$ cat config.mk
export PLATFORM = sky130hd
export DESIGN_NAME = json_string_unescaper
export DESIGN_NICKNAME = d
export VERILOG_FILES = /design/src/rtl/jsu_pkg.sv /design/src/rtl/json_string_unescaper.sv /design/src/rtl/jsu_decode.sv /design/src/rtl/jsu_run_buf.sv
export SDC_FILE = /design/constraint.sdc
export NUM_CORES = 1
export LEC_CHECK = 0
export BUFFER_PORTS_ARGS = -buffer_cell sky130_fd_sc_hd__clkbuf_2
export CORE_MARGIN = 2
export CORE_UTILIZATION = 50
export DETAILED_ROUTE_END_ITERATION = 8
export PLACE_DENSITY = 0.67
export SLEW_MARGIN = 20
export SYNTH_ARGS = -nofsm -noshare
export SYNTH_HDL_FRONTEND = slang
export SYNTH_HIERARCHICAL = 1
export SYNTH_SLANG_ARGS = --single-unit
$ cat constraint.sdc
create_clock -name clk -period 4 [get_ports clk]
set_input_delay 0.6 -clock clk [delete_from_list [all_inputs] [get_ports clk]]
set_output_delay 0.6 -clock clk [all_outputs]
set_load 0.05 [all_outputs]
$ cat src/rtl/jsu_pkg.sv
// Package for the JSON string unescaper: beat types, status and phase codes,
// character constants and small decode helpers. No dependencies.
package jsu_pkg;

    localparam int MaxRun = 4;
    localparam int RunCountW = $clog2(MaxRun + 1);

    localparam logic [7:0] ChQuote     = 8'h22;
    localparam logic [7:0] ChBackslash = 8'h5C;
    localparam logic [7:0] ChSlash     = 8'h2F;
    localparam logic [7:0] ChSpace     = 8'h20;
    localparam logic [7:0] ChTab       = 8'h09;
    localparam logic [7:0] ChLf        = 8'h0A;
    localparam logic [7:0] ChCr        = 8'h0D;
    localparam logic [7:0] ChBs        = 8'h08;
    localparam logic [7:0] ChFf        = 8'h0C;
    localparam logic [7:0] ChLowB      = 8'h62;
    localparam logic [7:0] ChLowF      = 8'h66;
    localparam logic [7:0] ChLowN      = 8'h6E;
    localparam logic [7:0] ChLowR      = 8'h72;
    localparam logic [7:0] ChLowT      = 8'h74;
    localparam logic [7:0] ChLowU      = 8'h75;

    localparam logic [7:0] Utf8Cont  = 8'h80;
    localparam logic [7:0] Utf8Lead2 = 8'hC0;
    localparam logic [7:0] Utf8Lead3 = 8'hE0;

    typedef enum logic [3:0] {
        ST_BYTE   = 4'd0,
        ST_DONE   = 4'd1,
        ST_UNEXP  = 4'd2,
        ST_ENDQ   = 4'd3,
        ST_CTRL   = 4'd4,
        ST_BADESC = 4'd5,
        ST_BADHEX = 4'd6,
        ST_TRESC  = 4'd7,
        ST_TRUNI  = 4'd8,
        ST_UNTERM = 4'd9
    } status_t;

    typedef enum logic [2:0] {
        PH_WAIT = 3'd0,
        PH_STR  = 3'd1,
        PH_ESC  = 3'd2,
        PH_HEX  = 3'd3
    } phase_t;

    typedef struct packed {
        logic [7:0] text_byte;
        logic       final_byte;
    } in_beat_t;

    typedef struct packed {
        logic [7:0] out_byte;
        status_t    status;
        logic       last_of_run;
    } out_beat_t;

    typedef struct packed {
        logic [7:0] value;
        status_t    status;
    } res_item_t;

    typedef struct packed {
        logic [RunCountW-1:0]         count;
        res_item_t [MaxRun-1:0]       item;
    } run_t;

    typedef struct packed {
        logic       valid;
        logic [3:0] nibble;
    } hex_t;

    function automatic hex_t hex_value(input logic [7:0] c);
        hex_t h;
        h.valid  = 1'b1;
        h.nibble = 4'd0;
        if (c >= 8'h30 && c <= 8'h39) begin
            h.nibble = c[3:0];
        end
        else if ((c >= 8'h61 && c <= 8'h66) || (c >= 8'h41 && c <= 8'h46)) begin
            h.nibble = c[3:0] + 4'd9;
        end
        else begin
            h.valid = 1'b0;
        end
        return h;
    endfunction

    function automatic logic is_space(input logic [7:0] c);
        return (c == ChSpace) || (c == ChTab) || (c == ChLf) || (c == ChCr);
    endfunction

endpackage

$ cat src/rtl/json_string_unescaper.sv
// Top level of the JSON string unescaper: input register, decoder and result
// buffer. Uses jsu_pkg, jsu_decode and jsu_run_buf.
//
// Usage: text bytes enter on the in channel (in_valid, in_ready, in_data),
// one beat per byte, with final_byte marking the last byte of the text.
// Decoded string bytes and status codes leave on the out channel
// (out_valid, out_ready, out_data); last_of_run marks the final result
// beat caused by one input byte. A byte may cause no beat at all.
// An accepted byte waits in the input register until the result buffer is
// free, is then decoded combinationally and loaded into the buffer as a run,
// and its first result beat is offered from the buffer register.
// Throughput: one byte per cycle while each byte yields at most one beat
// and out_ready stays high. A unicode escape that encodes to two or three
// UTF-8 bytes, or any run that adds an unterminated status, holds the input
// until its extra beats leave, as the buffer sends one beat per cycle at most.
// Reset clears the decoder to waiting for an opening quote and empties both
// the input register and the result buffer. When the receiver stalls, the
// pending run stays put, one more byte waits in the input register, and
// in_ready drops until the run drains.
module json_string_unescaper
    import jsu_pkg::*;
(
    input  logic      clk,
    input  logic      rst_n,
    input  logic      in_valid,
    output logic      in_ready,
    input  in_beat_t  in_data,
    output logic      out_valid,
    input  logic      out_ready,
    output out_beat_t out_data
);

    logic     in_valid_reg;
    in_beat_t in_data_reg;
    logic     free;
    logic     load;
    run_t     run;

    assign load     = in_valid_reg && free;
    assign in_ready = !in_valid_reg || load;

    always_ff @(posedge clk or negedge rst_n)
    begin
        if (!rst_n) begin
            in_valid_reg <= 1'b0;
        end
        else if (in_valid && in_ready) begin
            in_valid_reg <= 1'b1;
        end
        else if (load) begin
            in_valid_reg <= 1'b0;
        end
    end

    always_ff @(posedge clk)
    begin
        if (in_valid && in_ready) begin
            in_data_reg <= in_data;
        end
    end

    jsu_decode u_decode (
        .clk     (clk),
        .rst_n   (rst_n),
        .advance (load),
        .beat    (in_data_reg),
        .run     (run)
    );

    jsu_run_buf u_run_buf (
        .clk       (clk),
        .rst_n     (rst_n),
        .load      (load),
        .run       (run),
        .free      (free),
        .out_valid (out_valid),
        .out_ready (out_ready),
        .out_data  (out_data)
    );

    a_held_byte_kept: assert property (@(posedge clk) disable iff (!rst_n)
        in_valid_reg && !load |=> in_valid_reg && $stable(in_data_reg))
        else $error("waiting input byte lost or changed");

endmodule

$ cat src/rtl/jsu_decode.sv
// Decoder for the JSON string unescaper: phase and escape state plus the
// logic that turns one text byte into a run of up to four results. Uses jsu_pkg.
module jsu_decode
    import jsu_pkg::*;
(
    input  logic     clk,
    input  logic     rst_n,
    input  logic     advance,
    input  in_beat_t beat,
    output run_t     run
);

    phase_t      phase_reg,  phase_next;
    logic [11:0] accum_reg,  accum_next;
    logic [1:0]  digits_reg, digits_next;

    logic [7:0]  c;
    logic        fin;
    hex_t        hv;
    logic [15:0] code;

    assign c    = beat.text_byte;
    assign fin  = beat.final_byte;
    assign hv   = hex_value(c);
    assign code = {accum_reg, hv.nibble};

    always_comb
    begin
        run         = '0;
        phase_next  = phase_reg;
        accum_next  = accum_reg;
        digits_next = digits_reg;
        case (phase_reg)
            PH_STR:
            begin
                if (c == ChQuote) begin
                    run.item[0] = '{8'd0, ST_DONE};
                    run.count   = RunCountW'(1);
                    phase_next  = PH_WAIT;
                end
                else if (c < ChSpace) begin
                    run.item[0] = '{8'd0, ST_CTRL};
                    run.count   = RunCountW'(1);
                    phase_next  = PH_WAIT;
                end
                else if (c == ChBackslash) begin
                    if (fin) begin
                        run.item[0] = '{8'd0, ST_TRESC};
                        run.count   = RunCountW'(1);
                        phase_next  = PH_WAIT;
                    end
                    else begin
                        phase_next = PH_ESC;
                    end
                end
                else begin
                    run.item[0] = '{c, ST_BYTE};
                    run.count   = RunCountW'(1);
                end
            end
            PH_ESC:
            begin
                run.count  = RunCountW'(1);
                phase_next = PH_STR;
                case (c)
                    ChQuote:     run.item[0] = '{ChQuote, ST_BYTE};
                    ChBackslash: run.item[0] = '{ChBackslash, ST_BYTE};
                    ChSlash:     run.item[0] = '{ChSlash, ST_BYTE};
                    ChLowB:      run.item[0] = '{ChBs, ST_BYTE};
                    ChLowF:      run.item[0] = '{ChFf, ST_BYTE};
                    ChLowN:      run.item[0] = '{ChLf, ST_BYTE};
                    ChLowR:      run.item[0] = '{ChCr, ST_BYTE};
                    ChLowT:      run.item[0] = '{ChTab, ST_BYTE};
                    ChLowU:
                    begin
                        if (fin) begin
                            run.item[0] = '{8'd0, ST_TRUNI};
                            phase_next  = PH_WAIT;
                        end
                        else begin
                            run.count   = '0;
                            accum_next  = '0;
                            digits_next = '0;
                            phase_next  = PH_HEX;
                        end
                    end
                    default:
                    begin
                        run.item[0] = '{8'd0, ST_BADESC};
                        phase_next  = PH_WAIT;
                    end
                endcase
            end
            PH_HEX:
            begin
                if (!hv.valid) begin
                    run.item[0] = '{8'd0, ST_BADHEX};
                    run.count   = RunCountW'(1);
                    phase_next  = PH_WAIT;
                end
                else if (digits_reg == 2'd3) begin
                    if (code[15:7] == '0) begin
                        run.item[0] = '{{1'b0, code[6:0]}, ST_BYTE};
                        run.count   = RunCountW'(1);
                    end
                    else if (code[15:11] == '0) begin
                        run.item[0] = '{Utf8Lead2 | {3'd0, code[10:6]}, ST_BYTE};
                        run.item[1] = '{Utf8Cont | {2'd0, code[5:0]}, ST_BYTE};
                        run.count   = RunCountW'(2);
                    end
                    else begin
                        run.item[0] = '{Utf8Lead3 | {4'd0, code[15:12]}, ST_BYTE};
                        run.item[1] = '{Utf8Cont | {2'd0, code[11:6]}, ST_BYTE};
                        run.item[2] = '{Utf8Cont | {2'd0, code[5:0]}, ST_BYTE};
                        run.count   = RunCountW'(3);
                    end
                    accum_next  = '0;
                    digits_next = '0;
                    phase_next  = PH_STR;
                end
                else begin
                    accum_next  = code[11:0];
                    digits_next = digits_reg + 2'd1;
                    if (fin) begin
                        run.item[0] = '{8'd0, ST_TRUNI};
                        run.count   = RunCountW'(1);
                        phase_next  = PH_WAIT;
                    end
                end
            end
            default:
            begin
                phase_next = PH_WAIT;
                if (c == ChQuote) begin
                    phase_next = PH_STR;
                end
                else if (is_space(c)) begin
                    if (fin) begin
                        run.item[0] = '{8'd0, ST_ENDQ};
                        run.count   = RunCountW'(1);
                    end
                end
                else begin
                    run.item[0] = '{8'd0, ST_UNEXP};
                    run.count   = RunCountW'(1);
                end
            end
        endcase

        if (fin && phase_next == PH_STR) begin
            run.item[run.count[1:0]] = '{8'd0, ST_UNTERM};
            run.count  = run.count + RunCountW'(1);
            phase_next = PH_WAIT;
        end
    end

    always_ff @(posedge clk or negedge rst_n)
    begin
        if (!rst_n) begin
            phase_reg  <= PH_WAIT;
            accum_reg  <= '0;
            digits_reg <= '0;
        end
        else if (advance) begin
            phase_reg  <= phase_next;
            accum_reg  <= accum_next;
            digits_reg <= digits_next;
        end
    end

    // A run only reaches four results when a three-byte code ends the text.
    a_full_run_ends_unterm: assert property (@(posedge clk) disable iff (!rst_n)
        advance && run.count == RunCountW'(MaxRun)
        |-> run.item[MaxRun-1].status == ST_UNTERM)
        else $error("four-result run without unterminated status");

    a_wait_short_run: assert property (@(posedge clk) disable iff (!rst_n)
        advance && phase_reg == PH_WAIT |-> run.count <= RunCountW'(1))
        else $error("waiting phase produced more than one result");

    a_hex_digits_cleared: assert property (@(posedge clk) disable iff (!rst_n)
        advance && phase_reg == PH_ESC && c == ChLowU && !fin
        |=> phase_reg == PH_HEX && digits_reg == 2'd0 && accum_reg == '0)
        else $error("unicode escape entered with stale digit state");

endmodule

$ cat src/rtl/jsu_run_buf.sv
// Result buffer for the JSON string unescaper: holds one decoded run and
// presents it one beat at a time on the output channel. Uses jsu_pkg.
module jsu_run_buf
    import jsu_pkg::*;
(
    input  logic      clk,
    input  logic      rst_n,
    input  logic      load,
    input  run_t      run,
    output logic      free,
    output logic      out_valid,
    input  logic      out_ready,
    output out_beat_t out_data
);

    res_item_t [MaxRun-1:0] item_reg;
    logic [RunCountW-1:0]   count_reg;
    logic                   take;

    assign out_valid            = (count_reg != '0);
    assign take                 = out_valid && out_ready;
    assign free                 = (count_reg == '0) || (count_reg == RunCountW'(1) && out_ready);
    assign out_data.out_byte    = item_reg[0].value;
    assign out_data.status      = item_reg[0].status;
    assign out_data.last_of_run = (count_reg == RunCountW'(1));

    always_ff @(posedge clk or negedge rst_n)
    begin
        if (!rst_n) begin
            count_reg <= '0;
        end
        else if (load) begin
            count_reg <= run.count;
        end
        else if (take) begin
            count_reg <= count_reg - RunCountW'(1);
        end
    end

    always_ff @(posedge clk)
    begin
        if (load) begin
            item_reg <= run.item;
        end
        else if (take) begin
            item_reg <= {res_item_t'('0), item_reg[MaxRun-1:1]};
        end
    end

    a_count_range: assert property (@(posedge clk) disable iff (!rst_n)
        count_reg <= RunCountW'(MaxRun))
        else $error("result count out of range");

    a_load_only_when_free: assert property (@(posedge clk) disable iff (!rst_n)
        load |-> free)
        else $error("run loaded over undelivered results");

endmodule
Word-level counts from Yosys, hierarchy flattened

Index checks and enable logic that the tools add are counted.
W data, S select, Z words.

Flip-flop bits (word level): 78
Bits of input ports: 13
Output and inout port bits: 15
Logic and storage cells: 144

$add $sub $neg: 4
$lt $le $gt $ge: 9
Eq/ne operators: 22
Muxes and demuxes: 66
Bitwise gates (word level): 3
Reduce and logical (&&, ||, !) cells: 25

Operator list:

| cell                 | number |
|---|---|
| $mux W12             | 13 |
| $pmux W12 S9         | 1 |
| $mux W24             | 4 |
| $mux W48             | 2 |
| $eq A8 B7 Y1 const B | 7 |
| $mux W3              | 18 |
| $mux W51             | 1 |
| $and A30 B40 Y40     | 1 |
| $not A40 Y40         | 1 |
| $pmux W12 S3         | 1 |
| $demux W12 S2        | 1 |
| $eq A8 B4 Y1 const B | 3 |
| $eq A8 B6 Y1 const B | 3 |
| $pmux W12 S2         | 1 |
| $mux W22             | 1 |
| $pmux W3 S3          | 2 |
| $ge A8 B7 Y1 const B | 2 |
| $le A8 B7 Y1 const B | 2 |
| $mux W2              | 8 |
| $mux W4              | 3 |
| $eq A3 B1 Y1 const B | 3 |
| $logic_and A1 B1 Y1  | 9 |
| $logic_not A9 Y1     | 1 |
| $ge A8 B6 Y1 const B | 1 |
| other kinds (24)     | 40 |

Depth between registers and ports, before layout

Gate-level depths: netlist of the first run.

Word-level depth: 15
Depth in mapped cells: 13
Mapped depth without buffers: 12

By module

Netlist of the first run, hierarchy kept.

By module, submodules not included:

| module                | times used | cells an instance | area each (µm²) | sequential area each (µm²) |
|---|---|---|---|---|
| jsu_run_buf           | 1          | 140               | 2324.7          | 1516.5 |
| jsu_decode            | 1          | 291               | 2273.4          | 425.4 |
| json_string_unescaper | 1          | 14                | 330.3           | 295.3 |

Least setup slack after synthesis of the first run

Ideal clock, no wire load.

Path type: flip-flop to flip-flop
Start: register u_run_buf.count_reg[0]
End: register u_run_buf/item_reg[12] (netlist name) (enable)
Library setup time: 0.413 ns
Data arrival time: 2.955 ns
Required time: 3.587 ns
Setup slack: 0.632 ns
Cell stages (with the launch flop): 10
Buffers on the path: 2
Period minus slack after synthesis: 3.368 ns
Cell sequence: dfrtp_1 -> inv_1 -> ha_1 -> nor2b_1 -> inv_1 -> nand2_1 -> and2_1 -> buf_6 -> buf_6 -> nand2b_1

RTL lines:

| what                         | line                        | RTL |
|---|---|---|
| start: declaration           | jsu_run_buf.sv:17           | `logic [RunCountW-1:0] count_reg;` |
| start signal: assignment     | jsu_run_buf.sv:33           | `count_reg <= run.count;` |
| start signal: assignment     | jsu_run_buf.sv:36           | `count_reg <= count_reg - RunCountW'(1);` |
| $reduce_bool A3 Y1           | jsu_run_buf.sv:20           | `assign out_valid = (count_reg != '0);` |
| named net out_valid          | json_string_unescaper.sv:28 | `output logic out_valid,` |
| $logic_and A1 B1 Y1          | jsu_run_buf.sv:21           | `assign take = out_valid && out_ready;` |
| $reduce_bool A2 Y1 (no line) | -                           |  |
| end signal: assignment       | jsu_run_buf.sv:43           | `item_reg <= run.item;` |
| end signal: assignment       | jsu_run_buf.sv:46           | `item_reg <= {res_item_t'('0), item_reg[MaxRun-1:1]};` |
| end: declaration             | jsu_run_buf.sv:16           | `res_item_t [MaxRun-1:0] item_reg;` |

The timed path passes the listed nets, and every way through them passes these cells.
A chain may end at the register's enable or synchronous reset.

==> results of run 1 <==
==> worst paths after layout <==
| check | startpoint | to | slack [ns] | cells after the start |
|---|---|---|---|---|
| max in group asynchronous | rst_n | u_decode/phase_reg[0] | 3.44 | 1 |
| worst min-delay path | rst_n | u_decode/accum_reg[10] | 0.20 | 1 |
| min in group clk | in_data[6] | in_data_reg[6] | 0.41 | 1 |
| worst max register to register | in_data_reg[1] | u_run_buf/item_reg[29] | 0.30 | 12 |
| worst min register to register | u_run_buf/item_reg[43] | u_run_buf/item_reg[31] | 0.53 | 1 |
| worst max-delay path | in_data_reg[1] | u_run_buf/item_reg[29] | 0.30 | 12 |
==> metal layers <==
metal	share of wire (%)	wire length, um
met1	46	4660
met2	47	4790
met3	5.7	578
met4	1.9	195
met5	0	0
==> cells in the final DEF, fill, tap and decap left out, types with 15 or more instances in the layout <==
cell type	count
mux2_2	25
clkbuf_2	27
nor3_1	15
nor2_1	18
and2_1	18
conb_1	16
o21ai_0	17
edfxtp_1	57
nand2_1	44
dfrtp_1	21
==> power by group through the flow <==
| stage | registers [uW] | clock network (uW) | logic, uW |
|---|---|---|---|
| finish | 1450 | 653 | 1430 |
| global route | 1480 | 708 | 1550 |
| CTS | 1460 | 673 | 1430 |
| detailed placement | 1480 | 0 | 1430 |
| global placement | 1460 | 0 | 1400 |
| floorplan | 1430 | 0 | 1290 |
==> cell type report <==
cell class / instances / area share, %
multi-input cells: 315 / 44.6
flip-flops and latches: 78 / 42.6
repair buffers: 41 / 4.57
well taps: 133 / 3.17
clock buffers: 9 / 2.36
clock inverters: 7 / 1.81
inverters: 13 / 0.929
==> worst max-delay path, cell delays in order, from the launching register on <==
cell and delay [ns]:
edfxtp_1 0.54, inv_1 0.14, ha_1 0.26, o21bai_1 0.16
a2111oi_4 0.55, nor2_4 0.12, o211a_1 0.27, o41ai_4 0.32
ha_1 0.22, nand3_1 0.08, a21oi_2 0.36, nor3_1 0.11
mux2_1 0.30
==> Yosys cell counts (all sizes together) (3+ instances only) <==
| library cell | n |
|---|---|
| edfxtp | 57 |
| buf | 45 |
| nand2 | 44 |
| mux2 | 38 |
| dfrtp | 21 |
| and2 | 20 |
| nor2 | 19 |
| nor3 | 17 |
| o21ai | 17 |
| a21oi | 15 |
| inv | 13 |
| ha | 12 |
| nand3 | 10 |
| clkbuf | 9 |
| nand2b | 7 |
| nor2b | 6 |
| o31ai | 6 |
| a2111oi | 5 |
| a21o | 5 |
| a31oi | 5 |
| nor4 | 5 |
| o21bai | 5 |
| a211oi | 4 |
| nor3b | 4 |
| nor4b | 4 |
| a222oi | 3 |
| a22oi | 3 |
| mux2i | 3 |
| nand3b | 3 |
| o211a | 3 |
| o211ai | 3 |
| or4 | 3 |
==> what timing repair did <==
action | in CTS | in global routing
setup endpoints to repair | 0 | 1
endpoints found under the hold margin | 0 | 0
gates resized for setup | 0 | 1
==> kinds of logic (layout without fill, tap and decap cells) <==
logic type,after synthesis,after routing,synth area share (%)
flip-flops,78,78,45.4
XOR/XNOR,1,1,0.178
multiplexers,41,41,10.1
adder cells (fa/ha/maj),12,12,3.05
AO/OA/AOI/OAI,91,91,15.1
AND/OR/NAND/NOR,154,154,17.7
buffers and inverters,67,70,8.48
other,1,16,0.0761
==> per-stage QoR <==
step                      util [%]  std cells  setup WS (ns)  hold slack (ns)
after global placement        51.9        580          0.365            0.499
after floorplan                  -        460          0.632            0.304
after CTS                     54.2        596          0.274            0.206
after global routing          54.2        596         0.0332            0.232
final                         54.2        596          0.300            0.201
after detailed placement      51.9        580          0.293            0.512
==> results.json, run 1 <==
{
  "status": "finished clean",
  "yosysTopAreaCell": "edfxtp_1",
  "fmax_ghz": 0.270,
  "clockRootBuffer": "clkbuf_8",
  "drt_iter0_drc": 199,
  "path_max_fanout": 9,
  "nets": 483,
  "hpwl_um": 7150,
  "stdcell_area_um2": 5250,
  "core_area_um2": 9680,
  "async_flop_share_pct": 26.9,
  "ios": 28,
  "grt_pass1_vias": 3242,
  "finalCritPeriodShare_pct": 92.5,
  "hold_path.class": "primary input to async pin",
  "syn_area_um2": 4930,
  "startpoint_type": "flop",
  "cts.clk_slew.worst_paths_ns": 0.08,
  "grt.met2_usage_pct": 32.7,
  "grt_use_total_pct": 21.0,
  "place.gp.congestion": 0.924,
  "die_area_um2": 10700,
  "avgSynthCellArea_um2": 11.1,
  "n_antenna_cell": 0,
  "tightest_slew_ns": 0.733,
  "timing.final.crit_period_ns": 3.70,
  "yosysSeqAreaShare_pct": 45.4,
  "placed_area_um2": 5030,
  "met3_usage_pct": 3.97,
  "cts_buffer_depth": 2,
  "placement.io_buffers": 27,
  "via_per_inst": 5.72,
  "die_x_um": 103,
  "pwr-share-seq_pct": 41.0,
  "n_fill_cell": 865,
  "die_h_um": 103,
  "synth_cell_type_count": 71,
  "synth_warnings": 6,
  "switchingPower_uw": 1310,
  "yosys.area.top_type_share_pct": 34.7,
  "cp.required_ns": 4.12,
  "num_rows": 36,
  "combPwrFrac_pct": 40.5,
  "crit_arrival_ns": 3.82,
  "clockPowerShare_pct": 18.5,
  "cts_setup_buffers": 0,
  "intPower_uw": 2210,
  "ys_seq_elements": 78,
  "syn_inst": 445,
  "drc": 0,
  "grt.busiest_layer": "met2",
  "yosys-top-cells-area": "edfxtp_1 (35%), dfrtp_1 (11%), mux2_2 (5.7%), buf_4 (5.2%), nand2_1 (3.4%)",
  "cts_hold_buf": 0,
  "cts_tree": "done",
  "relSlewSlack_pct": 51.1,
  "wirelength_um": 10200,
  "power_density_nw_per_um2": 672,
  "switching_share_pct": 37.2,
  "cts_sinks": 78,
  "drive_gt1_share_pct": 24.8,
  "setup.worst_path.class": "flop to flop",
  "grt_pass1_wl_um": 16800,
  "finalHoldViolations": 0,
  "drv_cap": 0,
  "htree_levels": 3,
  "finalSetupTns_ns": 0,
  "vias": 3407,
  "p_leak_uw": 0.00213,
  "cts-buffers-inserted": 9,
  "antenna_found_initial": 0,
  "skew_ns": 0.00713,
  "synth-edff-count": 57,
  "met1_usage_pct": 29.1,
  "ant_nets": 0,
  "largest_reg_flops": 36,
  "drt_first_pass_iters": 5,
  "power.total_uw": 3530,
  "rsz0062_at_grt": "no",
  "wl_per_cell_um": 17.1,
  "setup_viol": 0,
  "grt_overflow_total": 0,
  "grt_max_degree": 63,
  "multi_input_area_um2": 2340,
  "clk_latency_ns": 0.36,
  "yosys_most_used_dff": "edfxtp_1",
  "start_util_pct": 50.9,
  "vdd_drop_max_uv": 944,
  "areaGrowthSynthToFinish_pct": 6.55,
  "regArea_um2": 2240,
  "cp-end-kind": "flop",
  "slew_violations": 0
}
Note: power is estimated with default switching activity, not from simulation.
==> inputs of run 2 (changes only) <==
- CORE_MARGIN: 2 -> not set
==> run 2 against run 1 <==
Global-route usage is 0.88 points higher. Fmax is 1.4% lower. Non-clock buffer count is 2 higher. First-iteration DRC count is 17% higher. Combinational power hardly changed. Clock skew is 0.0027 ns higher. Critical path depth stayed put. Clock power is 14% lower. Clock-buffer cell count stayed put. Largest power group unchanged.
==> results.json, run 2 (synthesized netlist as in run 1, its figures left out) <==
{
  "status": "finished clean",
  "p_leak_uw": 0.00211,
  "drive_gt1_share_pct": 25.2,
  "grt_max_degree": 33,
  "final_cell_mix": "edfxtp_1 (57), nand2_1 (44), clkbuf_2 (27), mux2_2 (25), dfrtp_1 (21)",
  "n_antenna_cell": 0,
  "timing.final.crit_period_ns": 3.75,
  "start_util_pct": 52.3,
  "wirelength_um": 10400,
  "cts_buffer_depth": 2,
  "n_fill_cell": 832,
  "num_rows": 35,
  "grt_use_total_pct": 21.9,
  "hold_path.class": "primary input to async pin",
  "finalCritPeriodShare_pct": 93.8,
  "drv_cap": 0,
  "vdd_drop_max_uv": 709,
  "drt_iter0_drc": 232,
  "nets": 485,
  "crit_buf_inv": 2,
  "setup_viol": 0,
  "slew_violations": 0,
  "relSlewSlack_pct": 57.6,
  "cts_sinks": 78,
  "htree_levels": 3,
  "die_h_um": 101,
  "startpoint_type": "flop",
  "finalHoldViolations": 0,
  "crit_chain": "inv_1 -> ha_1 -> nor3b_1 -> a311oi_4 -> nor2_4 -> o211a_1 -> o41ai_4 -> inv_1 -> ha_1 -> a21boi_2 -> a2111oi_1 -> mux2_4",
  "hold_slack_ns": 0.222,
  "crit_family": "compound AO/OA/AOI/OAI gates",
  "ios": 28,
  "cp-end-kind": "flop",
  "crit_arrival_ns": 3.98,
  "clockRootBuffer": "clkbuf_8",
  "grt_overflow_total": 0,
  "fmax_ghz": 0.266,
  "power_density_nw_per_um2": 660,
  "cts_tree": "done",
  "placement.io_buffers": 27,
  "vias": 3364,
  "cpPeakStageDelay_ns": 0.56,
  "via_per_inst": 5.66,
  "core_area_um2": 9420,
  "multi_input_area_um2": 2330,
  "tightest_slew_ns": 0.629,
  "die_area_um2": 10300,
  "setup.worst_path.class": "flop to flop",
  "grt_pass1_vias": 3339,
  "skew_ns": 0.00987,
  "rsz0062_at_grt": "no",
  "antenna_found_initial": 0,
  "ant_nets": 0,
  "wl_per_cell_um": 17.4,
  "place.gp.congestion": 0.887,
  "cp.required_ns": 4.23,
  "areaGrowthSynthToFinish_pct": 5.97,
  "drt_first_pass_iters": 5,
  "die_x_um": 101,
  "critPathSlowestCell": "edfxtp_1",
  "regArea_um2": 2240,
  "hpwl_um": 7370,
  "path_max_fanout": 8,
  "largest_reg_flops": 36,
  "finalSetupTns_ns": 0,
  "drc": 0,
  "clk_latency_ns": 0.35,
  "layout_commonest_cell": "edfxtp_1",
  "cts.clk_slew.worst_paths_ns": 0.09,
  "grt_pass1_wl_um": 17000,
  "cts-buffers-inserted": 9
}
[run 2: cell types whose count changed in the layout (fill, tap and decap cells not counted)]
cell        before  now
nand2b_4         2    1
buf_4           14   16
clkinvlp_4       1    2
nand2b_2         0    1
bufinv_16        2    0
clkinv_2         2    0
inv_6            2    4
inv_8            0    1
[run 2: report_power, final]
part	internal, uW	switching [uW]	total (uW)
sequential	1330	110	1440
clock	238	321	560
combinational	539	903	1440
total	2110	1330	3450
[run 2: worst register-to-register path, cell delays in order (launching register included)]
cell,delay [ns]
edfxtp_1,0.56
inv_1,0.12
ha_1,0.30
nor3b_1,0.22
a311oi_4,0.48
nor2_4,0.10
o211a_1,0.27
o41ai_4,0.32
inv_1,0.12
ha_1,0.20
a21boi_2,0.19
a2111oi_1,0.52
mux2_4,0.24
[run 2: stage by stage]
step	instance area [um^2]	setup slack [ns]	cells	util, %	power [uW]
floorplan	4980	0.632	460	-	2720
global placement	5030	0.310	577	53.4	2880
detailed placement	5030	0.102	577	53.4	2910
CTS	5210	0.0716	593	55.4	3470
global route	5220	0.0447	594	55.5	3650
finish	5220	0.247	594	55.5	3450
[run 2: worst paths after layout]
check                                       start                     end  slack [ns]  cells after the start
setup / recovery                   in_data_reg[1]  u_run_buf/item_reg[18]        0.25                     12
hold / removal                              rst_n   u_decode/phase_reg[2]        0.22                      1
setup reg to reg                   in_data_reg[1]  u_run_buf/item_reg[18]        0.25                     12
hold reg to reg            u_decode/digits_reg[0]  u_decode/digits_reg[0]        0.53                      1
max in group asynchronous                   rst_n   u_decode/accum_reg[8]        3.40                      1
min in group clk                       in_data[3]          in_data_reg[3]        0.42                      1
[run 2: final cells by class]
type	instances	share of cell area [%]
clock buffer	9	2.37
inverter	13	0.934
sequential	78	42.8
clock inverter	7	1.17
timing repair buffer	43	4.89
tap	129	3.09
multi-input combinational	315	44.7
[run 2: per-layer routing]
metal  up-vias  routed length (um)  global-route usage (%)
met1      1611                4760                    29.7
met3        22                 605                    3.86
met4         0                 227                    8.58
met5         -                   0                       0
met2        96                4760                    35.0
li1       1635                   -                       -
[run 2: repair_timing]
item | in CTS | in global routing
gates resized for setup | 0 | 1
hold buffers | 0 | 0
setup endpoints to repair | 0 | 3
buffers inserted | 0 | 1
